$ cat config.mk
export PLATFORM = sky130hd
export DESIGN_NAME = modular_inverse
export DESIGN_NICKNAME = d
export VERILOG_FILES = /design/src/rtl/mi_pkg.sv /design/src/rtl/modular_inverse.sv /design/src/rtl/mi_alu.sv
export SDC_FILE = /design/constraint.sdc
export NUM_CORES = 1
export LEC_CHECK = 0
export ABC_AREA = 1
export BUFFER_PORTS_ARGS = -buffer_cell sky130_fd_sc_hd__buf_2
export CAP_MARGIN = 20
export CORE_UTILIZATION = 35
export DETAILED_ROUTE_END_ITERATION = 6
export PLACE_DENSITY = 0.51
export SKIP_LAST_GASP = 1
export SYNTH_ARGS = -nofsm -noshare
export SYNTH_HDL_FRONTEND = slang
export SYNTH_HIERARCHICAL = 1
export SYNTH_SLANG_ARGS = --single-unit
$ cat constraint.sdc
create_clock -name aclk -period 15.85 [get_ports aclk]
set_input_delay 3.17 -clock aclk [delete_from_list [all_inputs] [get_ports aclk]]
set_output_delay 3.17 -clock aclk [all_outputs]
set_load 0.005 [all_outputs]
$ cat src/rtl/mi_pkg.sv
// Shared constants and types for the modular inverse block.
`default_nettype none

package mi_pkg;

    // Operand width of the Euclid datapath
    localparam int unsigned WIDTH = 32;
    // Width of the shift count: b << k never exceeds a < 2^WIDTH, so k < WIDTH
    localparam int unsigned K_W = $clog2(WIDTH);

    // Input transaction layout
    localparam int unsigned S_TDATA_W = 2 * WIDTH;
    // Result transaction layout
    localparam int unsigned M_TDATA_W = WIDTH;

    // Sequencer states
    typedef enum logic [7:0] {
        ST_IDLE = 8'b0000_0001,
        ST_LOOP = 8'b0000_0010,
        ST_UP   = 8'b0000_0100,
        ST_DOWN = 8'b0000_1000,
        ST_SWAP = 8'b0001_0000,
        ST_FIN1 = 8'b0010_0000,
        ST_FIN2 = 8'b0100_0000,
        ST_DONE = 8'b1000_0000
    } state_t;

    // Operands handed to the shared arithmetic unit
    typedef struct packed {
        logic [WIDTH:0]   sub_a;
        logic [WIDTH:0]   sub_b;
        logic [WIDTH-1:0] add_a;
        logic [WIDTH-1:0] add_b;
    } alu_in_t;

    // Results returned by the shared arithmetic unit
    typedef struct packed {
        logic [WIDTH:0]   diff;
        logic             borrow;
        logic [WIDTH-1:0] sum;
    } alu_out_t;

endpackage

`default_nettype wire

$ cat src/rtl/modular_inverse.sv
// Modular inverse by extended Euclid on one shared subtract/add unit.
// Sequence: moduli 0 and 1 go straight to DONE; else each Euclid step runs LOOP, UP while
//   doubling the divisor, DOWN while halving it and SWAP, then FIN1, FIN2 (skipped when not coprime), DONE.
// Throughput: one transaction at a time, set by the one subtractor doing each quotient by
//   shift-and-subtract; the next input is taken the cycle after the result is loaded.
// Reset: aresetn synchronous, active low; clears the sequencer and the output valid.
`default_nettype none

module modular_inverse (
    input  wire                            aclk,
    input  wire                            aresetn,
    input  wire                            s_tvalid,
    output logic                           s_tready,
    input  wire [mi_pkg::S_TDATA_W-1:0]    s_tdata,   // modulus [31:0], value [63:32]
    output logic                           m_tvalid,
    input  wire                            m_tready,
    output logic [mi_pkg::M_TDATA_W-1:0]   m_tdata,   // inverse [31:0]
    output logic                           m_tuser    // exists [0]
);

    localparam int unsigned W = mi_pkg::WIDTH;

    mi_pkg::state_t state_reg, state_next;

    logic [W-1:0]              a_reg, a_next;      // remainder being reduced
    logic [W-1:0]              b_reg, b_next;      // current divisor
    logic [W-1:0]              bs_reg, bs_next;    // divisor shifted by k
    logic [W-1:0]              mp_reg, mp_next;    // previous coefficient magnitude
    logic [W-1:0]              mc_reg, mc_next;    // current coefficient magnitude
    logic [W-1:0]              ms_reg, ms_next;    // current magnitude shifted by k
    logic [W-1:0]              mod_reg, mod_next;
    logic [W-1:0]              res_reg, res_next;
    logic                      ok_reg, ok_next;
    logic                      par_reg, par_next;  // parity of Euclid step count
    logic [mi_pkg::K_W-1:0]    k_reg, k_next;

    logic                      out_valid_reg, out_valid_next;
    logic [W-1:0]              out_inv_reg, out_inv_next;
    logic                      out_ok_reg, out_ok_next;

    mi_pkg::alu_in_t           alu_in;
    mi_pkg::alu_out_t          alu_out;

    logic                      s_fire;
    logic                      out_free;
    logic [W-1:0]              in_mod;
    logic [W-1:0]              in_val;

    assign in_mod   = s_tdata[W-1:0];
    assign in_val   = s_tdata[2*W-1:W];
    assign s_tready = (state_reg == mi_pkg::ST_IDLE);
    assign s_fire   = s_tvalid && s_tready;
    assign out_free = !out_valid_reg || m_tready;

    assign m_tvalid = out_valid_reg;
    assign m_tdata  = out_inv_reg;
    assign m_tuser  = out_ok_reg;

    mi_alu u_alu (
        .alu_in  (alu_in),
        .alu_out (alu_out)
    );

    // Route operands to the shared unit by state
    always_comb begin
        alu_in = '0;
        unique case (state_reg)
            mi_pkg::ST_UP: begin
                alu_in.sub_a = {1'b0, a_reg};
                alu_in.sub_b = {bs_reg, 1'b0};
            end
            mi_pkg::ST_DOWN: begin
                alu_in.sub_a = {1'b0, a_reg};
                alu_in.sub_b = {1'b0, bs_reg};
                alu_in.add_a = mp_reg;
                alu_in.add_b = ms_reg;
            end
            mi_pkg::ST_FIN1: begin
                alu_in.sub_a = {1'b0, mod_reg};
                alu_in.sub_b = {1'b0, mp_reg};
            end
            mi_pkg::ST_FIN2: begin
                alu_in.sub_a = {1'b0, res_reg};
                alu_in.sub_b = {1'b0, mod_reg};
            end
            default: begin
                alu_in = '0;
            end
        endcase
    end

    // Sequence the Euclid steps
    always_comb begin
        state_next     = state_reg;
        a_next         = a_reg;
        b_next         = b_reg;
        bs_next        = bs_reg;
        mp_next        = mp_reg;
        mc_next        = mc_reg;
        ms_next        = ms_reg;
        mod_next       = mod_reg;
        res_next       = res_reg;
        ok_next        = ok_reg;
        par_next       = par_reg;
        k_next         = k_reg;
        out_valid_next = out_valid_reg && !m_tready;
        out_inv_next   = out_inv_reg;
        out_ok_next    = out_ok_reg;

        unique case (state_reg)
            mi_pkg::ST_IDLE: begin
                if (s_fire) begin
                    a_next   = in_mod;
                    b_next   = in_val;
                    mp_next  = '0;
                    mc_next  = {{(W-1){1'b0}}, 1'b1};
                    mod_next = in_mod;
                    par_next = 1'b0;
                    res_next = '0;
                    // Moduli 0 and 1 bypass the loop
                    if (in_mod[W-1:1] == '0) begin
                        ok_next    = in_mod[0];
                        state_next = mi_pkg::ST_DONE;
                    end else begin
                        ok_next    = 1'b0;
                        state_next = mi_pkg::ST_LOOP;
                    end
                end
            end
            mi_pkg::ST_LOOP: begin
                // Start a division step, or finish when the divisor is zero
                if (b_reg == '0) begin
                    state_next = mi_pkg::ST_FIN1;
                end else begin
                    bs_next    = b_reg;
                    ms_next    = mc_reg;
                    k_next     = '0;
                    state_next = mi_pkg::ST_UP;
                end
            end
            mi_pkg::ST_UP: begin
                // Double the divisor while twice it still fits under the remainder
                if (!alu_out.borrow) begin
                    bs_next = {bs_reg[W-2:0], 1'b0};
                    ms_next = {ms_reg[W-2:0], 1'b0};
                    k_next  = k_reg + 1'b1;
                end else begin
                    state_next = mi_pkg::ST_DOWN;
                end
            end
            mi_pkg::ST_DOWN: begin
                // Subtract the shifted divisor where it fits and add the shifted magnitude
                if (!alu_out.borrow) begin
                    a_next  = alu_out.diff[W-1:0];
                    mp_next = alu_out.sum;
                end
                if (k_reg == '0) begin
                    state_next = mi_pkg::ST_SWAP;
                end else begin
                    bs_next = {1'b0, bs_reg[W-1:1]};
                    ms_next = {1'b0, ms_reg[W-1:1]};
                    k_next  = k_reg - 1'b1;
                end
            end
            mi_pkg::ST_SWAP: begin
                // Remainder becomes the new divisor, new magnitude becomes current
                a_next     = b_reg;
                b_next     = a_reg;
                mp_next    = mc_reg;
                mc_next    = mp_reg;
                par_next   = !par_reg;
                state_next = mi_pkg::ST_LOOP;
            end
            mi_pkg::ST_FIN1: begin
                // Check gcd and fold a negative coefficient into range
                if (a_reg != {{(W-1){1'b0}}, 1'b1}) begin
                    res_next   = '0;
                    ok_next    = 1'b0;
                    state_next = mi_pkg::ST_DONE;
                end else begin
                    ok_next = 1'b1;
                    if (!par_reg && (mp_reg != '0)) begin
                        res_next = alu_out.diff[W-1:0];
                    end else begin
                        res_next = mp_reg;
                    end
                    state_next = mi_pkg::ST_FIN2;
                end
            end
            mi_pkg::ST_FIN2: begin
                // Drop one modulus if the result is not below it
                if (!alu_out.borrow) begin
                    res_next = alu_out.diff[W-1:0];
                end
                state_next = mi_pkg::ST_DONE;
            end
            mi_pkg::ST_DONE: begin
                // Hand off to the output register once it is free
                if (out_free) begin
                    out_valid_next = 1'b1;
                    out_inv_next   = res_reg;
                    out_ok_next    = ok_reg;
                    state_next     = mi_pkg::ST_IDLE;
                end
            end
            default: begin
                state_next = mi_pkg::ST_IDLE;
            end
        endcase
    end

    // Control registers
    always_ff @(posedge aclk) begin
        if (!aresetn) begin
            state_reg     <= mi_pkg::ST_IDLE;
            out_valid_reg <= 1'b0;
        end else begin
            state_reg     <= state_next;
            out_valid_reg <= out_valid_next;
        end
    end

    // Datapath registers
    always_ff @(posedge aclk) begin
        a_reg       <= a_next;
        b_reg       <= b_next;
        bs_reg      <= bs_next;
        mp_reg      <= mp_next;
        mc_reg      <= mc_next;
        ms_reg      <= ms_next;
        mod_reg     <= mod_next;
        res_reg     <= res_next;
        ok_reg      <= ok_next;
        par_reg     <= par_next;
        k_reg       <= k_next;
        out_inv_reg <= out_inv_next;
        out_ok_reg  <= out_ok_next;
    end

endmodule

`default_nettype wire

$ cat src/rtl/mi_alu.sv
// Shared subtract/compare and coefficient add unit.
`default_nettype none

module mi_alu (
    input  wire mi_pkg::alu_in_t  alu_in,
    output mi_pkg::alu_out_t      alu_out
);

    logic [mi_pkg::WIDTH+1:0] wide_diff;

    // Subtract with one extra bit to expose the borrow
    assign wide_diff = {1'b0, alu_in.sub_a} - {1'b0, alu_in.sub_b};

    assign alu_out.diff   = wide_diff[mi_pkg::WIDTH:0];
    assign alu_out.borrow = wide_diff[mi_pkg::WIDTH+1];
    // Accumulate the coefficient alongside the remainder
    assign alu_out.sum    = alu_in.add_a + alu_in.add_b;

endmodule

`default_nettype wire
== After elaboration in Yosys (flattened, before gate mapping) ==
Cells that the tools add are included.

* Flip-flop bits (word level): 305

* Equality and inequality tests: 18
* Reductions and logical operators: 24
* Mux-type cells: 43
* Add/sub/neg operators: 4

{| class="wikitable"
|+ Operator list
! cell !! number
|-
| case mux 32 bit (3 select lines) || 5
|-
| two-way mux 32 bit || 14
|-
| case mux 65 bit (4 select lines) || 1
|-
| case mux 32 bit (2 select lines) || 2
|-
| two-way mux 64 bit || 1
|-
| case mux 8 bit (8 select lines) || 1
|-
| two-way mux 8 bit || 6
|-
| subtractor 32 x 33 -> 34 bit || 1
|-
| adder 32 bit || 1
|-
| zero test 32 bit || 1
|-
| inequality test 32 x 1 -> 1 bit, second input constant || 1
|-
| nonzero test 32 bit || 1
|-
| zero test 31 bit || 1
|-
| two-way mux 5 bit || 3
|-
| case mux 5 bit (3 select lines) || 1
|-
| inequality test 2 bit, second input constant || 7
|-
| nonzero test 3 bit || 3
|-
| equality test 8 x 1 -> 1 bit, second input constant || 1
|-
| equality test 8 x 2 -> 1 bit, second input constant || 1
|-
| equality test 8 x 3 -> 1 bit, second input constant || 1
|-
| equality test 8 x 4 -> 1 bit, second input constant || 1
|-
| equality test 8 x 5 -> 1 bit, second input constant || 1
|-
| equality test 8 x 6 -> 1 bit, second input constant || 1
|-
| equality test 8 x 7 -> 1 bit, second input constant || 1
|-
| 15 further kinds || 32
|}

== Logic depth before layout (Yosys ltp) ==
Gate-level depths: netlist of run 1.

* Depth after elaboration: 6
* Depth in mapped cells: 26

== Modules after synthesis ==
Netlist of run 1, hierarchy kept.

{| class="wikitable"
|+ Modules (own cells, without submodules)
! module !! area each (um^2) !! times used !! sequential area each (um^2) !! cells an instance
|-
| modular_inverse || 14983.1 || 1 || 9068.7 || 1510
|-
| mi_alu || 4982.3 || 1 || 0.0 || 1068
|}

== Worst setup path after synthesis of run 1 ==
No wires, ideal clock.

* Path kind: input port to flip-flop
* From: input s_tvalid
* To: register a_reg[0], enable pin
* Setup time: 524 ps
* Slack: 8668 ps
* Stages: 4
* Data arrival time: 6658 ps
* Path buffers: 0
* Cells stage by stage: inv_1 > nand2_1 > o21ai_0 > a31oi_1

* Longest elaborated chain between the ends: 3

{| class="wikitable"
|+ Ends and longest elaborated chain
! element !! RTL line !! RTL
|-
| from (decl) || modular_inverse.sv:12 || <nowiki>input wire s_tvalid,</nowiki>
|-
| logical AND 1 bit || modular_inverse.sv:52 || <nowiki>assign s_fire = s_tvalid && s_tready;</nowiki>
|-
| inequality test 2 x 1 -> 1 bit (no line) || - ||
|-
| AND reduction 3 bit (no line) || - ||
|-
| to (signal assigned) || modular_inverse.sv:225 || <nowiki>a_reg <= a_next;</nowiki>
|-
| to (decl) || modular_inverse.sv:25 || <nowiki>logic [W-1:0] a_reg, a_next;</nowiki>
|}

Every way passes these cells.
A chain may end at the register's enable or synchronous reset.

==> summary by stage, run 1 <==
Run status
The flow ran to the end, and the final reports show no timing, DRC or antenna violations.

Timing
The largest clock skew in the final design is 0.0163 ns. Setup violations remaining at the end of the flow were counted as 0. The actual transition at the worst max-transition pin is 1.06 ns. The minimum clock period is 7.66 ns. The worst-case headroom to the max-slew limit is 0.290.

Setup repair after global routing left no endpoint under its margin. Static timing analysis puts the maximum clock frequency at 131 MHz. In the finished design, the share of the clock period the worst path needs comes to 0.483. The count of endpoints failing hold in the final timing report is 0.

The count of final max-slew check failures is 0. Adding up every negative setup slack in the final design gives 0 ns. The tightest hold margin is 0.453 ns.

Critical path
The worst setup path is captured at a flip-flop. By startpoint and endpoint, the worst setup path is classified as reg2reg. The critical path's largest stage delay is 0.99 ns. The worst setup path is launched from a flip-flop.

Data on the critical path arrives at its endpoint at 7.84 ns. On the critical path, the stage with the largest delay is an instance of sky130_fd_sc_hd__clkinv_2. The highest net fanout along the worst path is 99. The combined buffer and inverter count along the critical path is 6. Traced cell by cell, the critical path runs through inv_2 -> nand2_2 -> nor2_4 -> nand2_4 -> clkinv_2 -> nor2_4 -> buf_4 -> o211ai_1 -> ha_1 -> nand2_1 -> nor2_1 -> nand3_1 -> nand3_1 -> nand2_1 -> nand2_1 -> a21oi_1 -> inv_1 -> nor2_1 -> inv_1 -> nand2_1 -> a21oi_4 -> buf_4.

The worst path required time is 16.03 ns. Among cell families on the critical path, the largest total delay comes from simple AND/OR/NAND/NOR gates. The library cell appearing most often on the critical path is sky130_fd_sc_hd__nand2_1.

Clocking
The cell at the root of the clock tree is sky130_fd_sc_hd__clkbuf_16. The number of clock sinks seen by CTS is 305. The clock latency on the worst-skew pair is 0.55 ns.

The number of buffers inserted by hold repair at cts is 0. The worst-case clock buffer depth is 3. TritonCTS built the clock tree. In this run, CTS created clock tree buffers numbering 36. The H-tree was split into 2 levels. The clock slew seen by the registers of the worst setup and hold paths is 0.06 ns. After clock tree synthesis, the setup repair step added 0 buffers. The number of gates given a new drive strength after cts is 0.

Placement
Routability-driven placement finished with a final weighted congestion of 0.959. The total half-perimeter wirelength after legalization and detailed placement is 48,200 um. The count of input and output buffers is 102.

Routing
The remaining number of nets flagged by the antenna check after routing is 0. For this block, the routed nets add up to 66,500 um of wire. Before antenna repair, the detailed router went through 6 iterations. After detailed routing, the number of remaining DRC violations is 0. The met2 wirelength from detailed routing is 29,600 um. The detailed router put a total of 31,200 um of wire on met1. After detailed routing, the average wire length per cell comes to 19.5 um.

The via density per instance is 5.08. The total vias in the final route is 17,400. In this run, the number of DRC markers left after iteration 0 of detailed routing was 1,584.

The highest metal layer with signal wires is met4. Summed over all nets, wire length on met3 after detailed routing comes to 3880 um.

Floorplanning
The placement row count is 87. The area inside the core boundary is 0.0563 sq mm. For this configuration, the core starts out at a cell density of 0.354. The floorplan step set the die width to 240 um.

Measured along the y axis, the die boundary spans 240 um. The I/O pin count is 103. The die covers 0.0578 sq mm.

Logic synthesis
For this run, the number of Yosys warnings is 6. The synthesized area divided by synthesized cell count is 7.77 sq um. The cell area that synthesis handed to floorplanning was 0.0199 sq mm. The instance count of the mapped netlist is 2,562. The post-synth net total is 2,700.

Global route
The maximum number of pins on one net before global-route repair is 100. The global-route usage over all layers is 0.229. The initial antenna violation count is 0. The number of global-route vias before repair is 16,700. The first global-routing pass estimated 99,900 um of wire. After global routing the overflow that remains totals 0.

Finish
Leaving out fill and tap cells, the most frequent cells in the layout are sky130_fd_sc_hd__nand2_1, sky130_fd_sc_hd__inv_1, sky130_fd_sc_hd__edfxtp_1, sky130_fd_sc_hd__nor2_1, sky130_fd_sc_hd__buf_2. In the final layout, the share of cells above drive strength 1 is 0.0876. The area growth from synthesis to final layout is 11.7%. The net count of the finished layout is 2,772. The library cell used most frequently in the layout, excluding fill and tap cells, is sky130_fd_sc_hd__nand2_1.

The number of diodes is 0. At the end of the flow the core is filled with cells to 0.395.

Pwr
The worst-case IR drop observed on VDD is 0.0605 mV. The total power density per cell area is 110 mW/mm^2. The analysis attributes to cell leakage a power of 0.0102 uW.

Run
The reported max-cap violation count is 0.

Min path
The path class of the tightest hold or removal check is reg2reg.
[per-layer routing]
metal / global-route usage / vias up
li1: - / 8464
met3: 0.0346 / 94
met2: 0.360 / 562
met1: 0.321 / 8234
met4: 0.0722 / 0
met5: 0 / -
[final timing paths]
check	from	to	slack [ns]	cells past startpoint
max	state_reg[6]	ms_reg[27]	8.19	22
min	res_reg[20]	m_tdata[20]	0.45	0
max reg2reg	state_reg[6]	ms_reg[27]	8.19	22
min reg2reg	res_reg[20]	m_tdata[20]	0.45	0
[worst register-to-register path, stage by stage (launching register included)]
cell                       delay (ns)
sky130_fd_sc_hd__dfxtp_1         0.35
sky130_fd_sc_hd__inv_2           0.06
sky130_fd_sc_hd__nand2_2         0.12
sky130_fd_sc_hd__nor2_4          0.07
sky130_fd_sc_hd__nand2_4         0.74
sky130_fd_sc_hd__clkinv_2        1.00
sky130_fd_sc_hd__nor2_4          1.00
sky130_fd_sc_hd__buf_4           0.57
sky130_fd_sc_hd__o211ai_1        0.21
sky130_fd_sc_hd__ha_1            0.38
sky130_fd_sc_hd__nand2_1         0.12
sky130_fd_sc_hd__nor2_1          0.18
sky130_fd_sc_hd__nand3_1         0.10
sky130_fd_sc_hd__nand3_1         0.22
sky130_fd_sc_hd__nand2_1         0.11
sky130_fd_sc_hd__nand2_1         0.10
sky130_fd_sc_hd__a21oi_1         0.12
sky130_fd_sc_hd__inv_1           0.12
sky130_fd_sc_hd__nor2_1          0.05
sky130_fd_sc_hd__inv_1           0.10
sky130_fd_sc_hd__nand2_1         0.08
sky130_fd_sc_hd__a21oi_4         0.74
sky130_fd_sc_hd__buf_4           0.68
[stage by stage]
step,instance area (sq um),setup slack [ns],std cells,total power (uW)
floorplan,19900,8.67,2562,1450
global placement,21100,8.47,3350,1670
detailed placement,21100,8.20,3350,1680
CTS,22200,8.19,3414,2460
global route,22200,7.73,3416,2540
finish,22200,8.19,3416,2450
[where the power goes]
part           switching [uW]  internal [uW]
clock network             350            431
logic                     402            112
registers                65.4           1090
[final cells by class]
class,count,area [sq um]
well taps,756,946
clock buffers,47,963
flip-flops and latches,305,9070
multi-input cells,1728,8810
inverters,444,1670
repair buffers,119,678
clock inverters,17,93.8
fillers,5887,34000
(Power assumes the default switching activity.)
==> inputs of run 2 (changes only) <==
- clock period: 15.85 -> 7.65 ns (I/O delays scaled with it)
==> summary by stage, run 2 (synthesized netlist as in run 1, its figures left out) <==
Run status
Outcome: complete, no violations (unchanged).

Floorplanning
The area inside the core boundary came to 0.0563 sq mm (unchanged). The horizontal die dimension is 240 um (unchanged). The I/O pin count is 103 (unchanged). The height of the chip is 240 um (unchanged). The total die area is 0.0578 sq mm (unchanged). The initial standard-cell utilization of the core was 0.354 (unchanged).

The placement row count was 87 (unchanged).

Critical path
The slowest stage cell on the critical path is sky130_fd_sc_hd__nor2_4 (was sky130_fd_sc_hd__clkinv_2). Critical path cell sequence: inv_2 -> nand2_2 -> nor2_4 -> nand2_2 -> inv_2 -> nor2_4 -> o211ai_1 -> ha_1 -> nand2_1 -> nor3_1 -> nand2_1 -> inv_1 -> nand2_1 -> nand4_1 -> a21oi_1 -> inv_1 -> nor2_1 -> inv_1 -> nand2_1 -> a21oi_4 -> buf_4 (was inv_2 -> nand2_2 -> nor2_4 -> nand2_4 -> clkinv_2 -> nor2_4 -> buf_4 -> o211ai_1 -> ha_1 -> nand2_1 -> nor2_1 -> nand3_1 -> nand3_1 -> nand2_1 -> nand2_1 -> a21oi_1 -> inv_1 -> nor2_1 -> inv_1 -> nand2_1 -> a21oi_4 -> buf_4). The critical path arrival was 5.88 ns (was 7.84 ns). The combined buffer and inverter count along the critical path was 6 (unchanged). The highest net fanout along the worst path came to 49 (was 99).

The category of cells accounting for the largest share of critical-path delay is simple AND/OR/NAND/NOR gates (unchanged). The critical path's largest stage delay is 0.94 ns (was 0.99 ns). The category of the worst setup path capture point is a flip-flop (unchanged).

The critical path startpoint category is a flip-flop (unchanged). The library cell appearing most often on the critical path is sky130_fd_sc_hd__nand2_1 (unchanged). The start-to-end type of the worst setup path is reg2reg (unchanged). The worst path required time came to 7.82 ns (was 16.03 ns).

Clocking
The number of gates given a new drive strength after cts is 0 (unchanged). The worst-case clock buffer depth is 3 (unchanged). The clock tree from TritonCTS is done (unchanged). The number of buffers inserted by hold repair at cts is 0 (unchanged). The clock slew seen by the registers of the worst setup and hold paths is 0.06 ns (about the same).

The number of buffers added for setup after CTS came to 0 (unchanged). The cell at the root of the clock tree is sky130_fd_sc_hd__clkbuf_16 (unchanged). The number of clock sinks seen by CTS came to 305 (unchanged). The total number of H-tree levels was 2 (unchanged). The clock latency on the worst-skew pair is 0.54 ns (was 0.55 ns). The number of buffers inserted during clock tree synthesis is 35 (was 36).

Timing
The top achievable clock speed is 175 MHz (was 131 MHz). The worst-case headroom to the max-slew limit is 0.302 (was 0.290). RSZ-0062 raised after global routing: no (unchanged). The largest clock skew in the final design is 0.0194 ns (was 0.0163 ns). The count of final max-slew check failures was 0 (unchanged).

The share of the clock period used by the worst path after layout is 0.747 (was 0.483). The actual transition at the worst max-transition pin is 1.05 ns (was 1.06 ns). The count of endpoints failing hold in the final timing report is 0 (unchanged). The number of failing setup endpoints in the final timing report came to 0 (unchanged). The total negative slack came to 0 ns (unchanged). The minimum clock period was 5.72 ns (was 7.66 ns).

Routing
The DRC marker count from the first detailed-route iteration is 1,483 (was 1,584). The final routed wirelength across all metal layers is 65,300 um (was 66,500 um). The routed length per instance is 19.1 um (was 19.5 um). The via density per instance is 5.09 (was 5.08). The total vias in the final route is 17,400 (about the same). The final routed DRC violation total was 0 (unchanged). The remaining number of nets flagged by the antenna check after routing was 0 (unchanged). The detailed-router iteration count before antenna repair was 5 (was 6).

Placement
The total half-perimeter wirelength after legalization and detailed placement is 48,100 um (was 48,200 um). The global placement routability congestion is 0.939 (was 0.959). The cell area after placement is 0.0211 sq mm (about the same). The count of input and output buffers came to 102 (unchanged).

Min path
The class of the tightest hold or removal check is reg2reg (unchanged).

Finish
The number of diodes is 0 (unchanged). The footprint of the multi-input gates is 0.00881 sq mm (unchanged). The most frequent standard cell in the layout excluding fill and tap cells is sky130_fd_sc_hd__nand2_1 (unchanged). The area growth from synthesis to final layout was 11.6% (was 11.7%). The cell area after layout is 0.0222 sq mm (about the same). Top library cells by usage in the layout, fill and taps aside: sky130_fd_sc_hd__nand2_1, sky130_fd_sc_hd__inv_1, sky130_fd_sc_hd__edfxtp_1, sky130_fd_sc_hd__nor2_1, sky130_fd_sc_hd__buf_2 (unchanged). The count of nets after finishing is 2,769 (was 2,772).

The sequential cell area was 0.00907 sq mm (unchanged). The count of filler cells inserted in the layout is 5,928 (was 5,887). The proportion of layout cells with a drive suffix above 1 came to 0.0870 (was 0.0876).

Global route
The initial antenna violation count is 0 (unchanged). The number of global-route vias before repair is 16,400 (was 16,700). The total grt overflow is 0 (unchanged).

The first-pass GRT wire length is 97,800 um (was 99,900 um). The global-route usage over all layers is 0.224 (was 0.229). The maximum number of pins on one net before global-route repair is 97 (was 100).

Run
The reported max-cap violation count is 0 (unchanged).

Pwr
The maximum vdd drop is 0.179 mV (was 0.0605 mV). The total leakage power came to 0.0101 uW (was 0.0102 uW). The total power density per cell area is 226 mW/mm^2 (was 110 mW/mm^2).
-- run 2: cell type report --
| class | instances | area share |
|---|---|---|
| multi-input combinational | 1728 | 0.397 |
| clock inverter | 17 | 0.00496 |
| tap | 756 | 0.0426 |
| timing repair buffer | 117 | 0.0295 |
| sequential | 305 | 0.409 |
| inverter | 444 | 0.0753 |
| clock buffer | 45 | 0.0421 |
-- run 2: worst paths after layout --
path | from | end | slack, ns | depth (start not counted)
hold reg to reg | res_reg[31] | m_tdata[31] | 0.47 | 0
setup reg to reg | state_reg[4] | ms_reg[5] | 1.93 | 21
setup / recovery | state_reg[4] | ms_reg[5] | 1.93 | 21
hold / removal | res_reg[31] | m_tdata[31] | 0.47 | 0
-- run 2: metal layers --
metal  wire length [um]  global-route usage  up-vias
met3               4770              0.0483       82
met5                  0                   0        -
met4               1670              0.0629        0
met2              28800               0.347      616
met1              30100               0.314     8198
li1                   -                   -     8461
-- run 2: per-stage QoR --
| step | cells | hold WS (ns) | worst slack, ns | power (uW) | utilization |
|---|---|---|---|---|---|
| final | 3412 | 0.468 | 1.93 | 5020 | 0.394 |
| after global routing | 3412 | 0.481 | 1.53 | 5230 | 0.394 |
| after CTS | 3410 | 0.468 | 1.95 | 5050 | 0.394 |
| after detailed placement | 3348 | 0.451 | 1.98 | 3470 | 0.375 |
| after global placement | 3348 | 0.438 | 2.12 | 3460 | 0.375 |
| after floorplan | 2562 | 0.400 | 1.23 | 3000 | - |
-- run 2: power breakdown --
group	switching (uW)	internal (uW)
Sequential	135	2250
Combinational	823	229
Clock	713	871
==> inputs of run 3 (changes only) <==
- PLACE_DENSITY: 0.51 -> 0.53
- clock period: 7.65 -> 4.63 ns (I/O delays scaled with it)
==> summary by stage, run 3 (synthesized netlist as in run 1, its figures left out) <==
Run status
Outcome: complete, no violations (unchanged).

Critical path
The slowest stage cell on the critical path is sky130_fd_sc_hd__ha_1 (was sky130_fd_sc_hd__nor2_4). The category of the worst setup path capture point is a flip-flop (unchanged). The combined buffer and inverter count along the critical path is 8 (was 6).

The start-to-end type of the worst setup path was reg2reg (unchanged). The endpoint of the worst register-to-register path is a_reg[7] (was ms_reg[5]). The setup slack on the worst flop-to-flop path is 0.43 ns (was 1.93 ns).

The total number of cells along the worst setup path is 22 (was 21). The critical path startpoint category is a flip-flop (unchanged). Critical path cell sequence: nor2_2 -> inv_2 -> nor2_8 -> nand2_4 -> inv_4 -> buf_12 -> buf_4 -> nand2_1 -> o2111ai_1 -> inv_1 -> ha_1 -> nand2_1 -> nor3_1 -> nand2_1 -> inv_1 -> nand2_1 -> nand4_1 -> a21oi_1 -> inv_1 -> o21ai_0 -> a31oi_4 -> buf_12 (was inv_2 -> nand2_2 -> nor2_4 -> nand2_2 -> inv_2 -> nor2_4 -> o211ai_1 -> ha_1 -> nand2_1 -> nor3_1 -> nand2_1 -> inv_1 -> nand2_1 -> nand4_1 -> a21oi_1 -> inv_1 -> nor2_1 -> inv_1 -> nand2_1 -> a21oi_4 -> buf_4). The critical path arrival is 4.39 ns (was 5.88 ns). The library cell appearing most often on the critical path is sky130_fd_sc_hd__nand2_1 (unchanged). The startpoint of the worst register-to-register path is state_reg[3] (was state_reg[4]).

The highest net fanout along the worst path was 54 (was 49). The critical path launch point is state_reg[3] (was state_reg[4]). The capturing instance or port of the critical path is a_reg[7] (was ms_reg[5]). The critical path's largest stage delay is 0.36 ns (was 0.94 ns). The category of cells accounting for the largest share of critical-path delay is buffers and inverters (was simple AND/OR/NAND/NOR gates). The worst path required time was 4.82 ns (was 7.82 ns).

The length in cells of the worst reg-to-reg path was 22 (was 21).

Floorplanning
The height of the chip is 240 um (unchanged). The total die area is 0.0578 sq mm (unchanged). The initial standard-cell utilization of the core is 0.354 (unchanged). The horizontal die dimension is 240 um (unchanged).

The area inside the core boundary is 0.0563 sq mm (unchanged). The placement row count is 87 (unchanged). The I/O pin count is 103 (unchanged).

Routing
The detailed-router iteration count before antenna repair is 6 (was 5). The total vias in the final route is 17,600 (was 17,400). The routed length per instance is 19.3 um (was 19.1 um).

The final routed DRC violation total came to 0 (unchanged). The DRC marker count from the first detailed-route iteration is 1,672 (was 1,483). The final routed wirelength across all metal layers is 66,600 um (was 65,300 um).

The via density per instance is 5.12 (was 5.09). The remaining number of nets flagged by the antenna check after routing is 0 (unchanged).

Timing
The worst-case headroom to the max-slew limit came to 0.263 (was 0.302). The final worst slack was 0.426 ns (was 1.93 ns). The largest clock skew in the final design is 0.0194 ns (about the same). The minimum clock period was 4.20 ns (was 5.72 ns). The top achievable clock speed is 238 MHz (was 175 MHz). The share of the clock period used by the worst path after layout is 0.908 (was 0.747). RSZ-0062 raised after global routing: no (unchanged).

The count of final max-slew check failures was 0 (unchanged). The actual transition at the worst max-transition pin is 1.10 ns (was 1.05 ns). The total negative slack was 0 ns (unchanged). The tightest hold margin is 0.478 ns (was 0.468 ns). The count of endpoints failing hold in the final timing report is 0 (unchanged). The number of failing setup endpoints in the final timing report was 0 (unchanged).

Placement
The total half-perimeter wirelength after legalization and detailed placement is 50,300 um (was 48,100 um). The count of input and output buffers is 102 (unchanged). The global placement routability congestion is 0.956 (was 0.939). The worst-case setup slack after placement was 0.474 ns (was 1.98 ns).

Pwr
The total leakage power is 0.0103 uW (was 0.0101 uW). The total power density per cell area is 376 mW/mm^2 (was 226 mW/mm^2). The maximum vdd drop came to 0.229 mV (was 0.179 mV).

Finish
The count of nets after finishing is 2,799 (was 2,769). The count of filler cells inserted in the layout is 5,834 (was 5,928). The number of diodes came to 0 (unchanged). The sequential cell area came to 0.00907 sq mm (unchanged). The most frequent standard cell in the layout excluding fill and tap cells is sky130_fd_sc_hd__nand2_1 (unchanged). Top library cells by usage in the layout, fill and taps aside: sky130_fd_sc_hd__nand2_1, sky130_fd_sc_hd__inv_1, sky130_fd_sc_hd__edfxtp_1, sky130_fd_sc_hd__nor2_1, sky130_fd_sc_hd__buf_2 (unchanged). The area growth from synthesis to final layout is 13.2% (was 11.6%).

The share of the core filled with cells is 0.400 (was 0.394). The footprint of the multi-input gates is 0.00881 sq mm (unchanged). The proportion of layout cells with a drive suffix above 1 is 0.0968 (was 0.0870).

Run
The reported max-cap violation count came to 0 (unchanged).

Clocking
The clock slew seen by the registers of the worst setup and hold paths is 0.06 ns (about the same). The clock tree from TritonCTS is done (unchanged). The number of gates given a new drive strength after cts is 0 (unchanged).

The number of buffers inserted during clock tree synthesis was 34 (was 35). The number of clock sinks seen by CTS came to 305 (unchanged). The clock latency on the worst-skew pair is 0.54 ns (about the same). The number of buffers added for setup after CTS is 0 (unchanged). The total number of H-tree levels was 2 (unchanged). The number of buffers inserted by hold repair at cts is 0 (unchanged). The worst-case clock buffer depth is 3 (unchanged).

The cell at the root of the clock tree was sky130_fd_sc_hd__clkbuf_16 (unchanged).

Global route
The global-route usage over all layers came to 0.230 (was 0.224). The maximum number of pins on one net before global-route repair is 99 (was 97). The initial antenna violation count came to 1 (was 0). The first-pass GRT wire length is 101,000 um (was 97,800 um).

The number of global-route vias before repair is 17,100 (was 16,400). The total grt overflow is 0 (unchanged).

Min path
The class of the tightest hold or removal check is reg2reg (unchanged).
==> run 3: per-layer routing <==
metal  up-vias  global-route usage  wire [um]
li1       8518                   -          -
met1      8390               0.331      30800
met2       637               0.357      29300
met3        95              0.0363       4760
met4         2              0.0593       1690
met5         -                   0         13
==> run 3: area by class of cell <==
type / count / share of cell area
inverter: 444 / 0.0742
multi-input combinational: 1728 / 0.391
tap: 756 / 0.0420
sequential: 305 / 0.403
clock buffer: 38 / 0.0385
timing repair buffer: 148 / 0.0419
clock inverter: 24 / 0.00922
==> run 3: how the worst min path moves through the flow <==
stage / from / to / slack (ns) / cells after the start
finish: res_reg[20] / m_tdata[20] / 0.48 / 0
global route: res_reg[19] / m_tdata[19] / 0.49 / 0
CTS: res_reg[20] / m_tdata[20] / 0.49 / 0
detailed placement: res_reg[20] / m_tdata[20] / 0.47 / 0
global placement: res_reg[5] / m_tdata[5] / 0.48 / 0
floorplan: ok_reg / m_tuser / 0.40 / 0
==> run 3: report_power, final <==
part	internal, uW	switching, uW	total [uW]
combinational	438	1390	1820
clock	1520	1160	2680
sequential	3710	237	3950
total	5680	2780	8460
==> run 3: metrics by stage <==
step           instance area, sq um  total power [uW]  std cells
2_1_floorplan                 19900              4940       2562
3_3_place_gp                  21400              5810       3380
3_5_place_dp                  21400              5820       3381
4_1_cts                       22500              8510       3443
5_1_grt                       22500              8820       3443
6_report                      22500              8460       3443
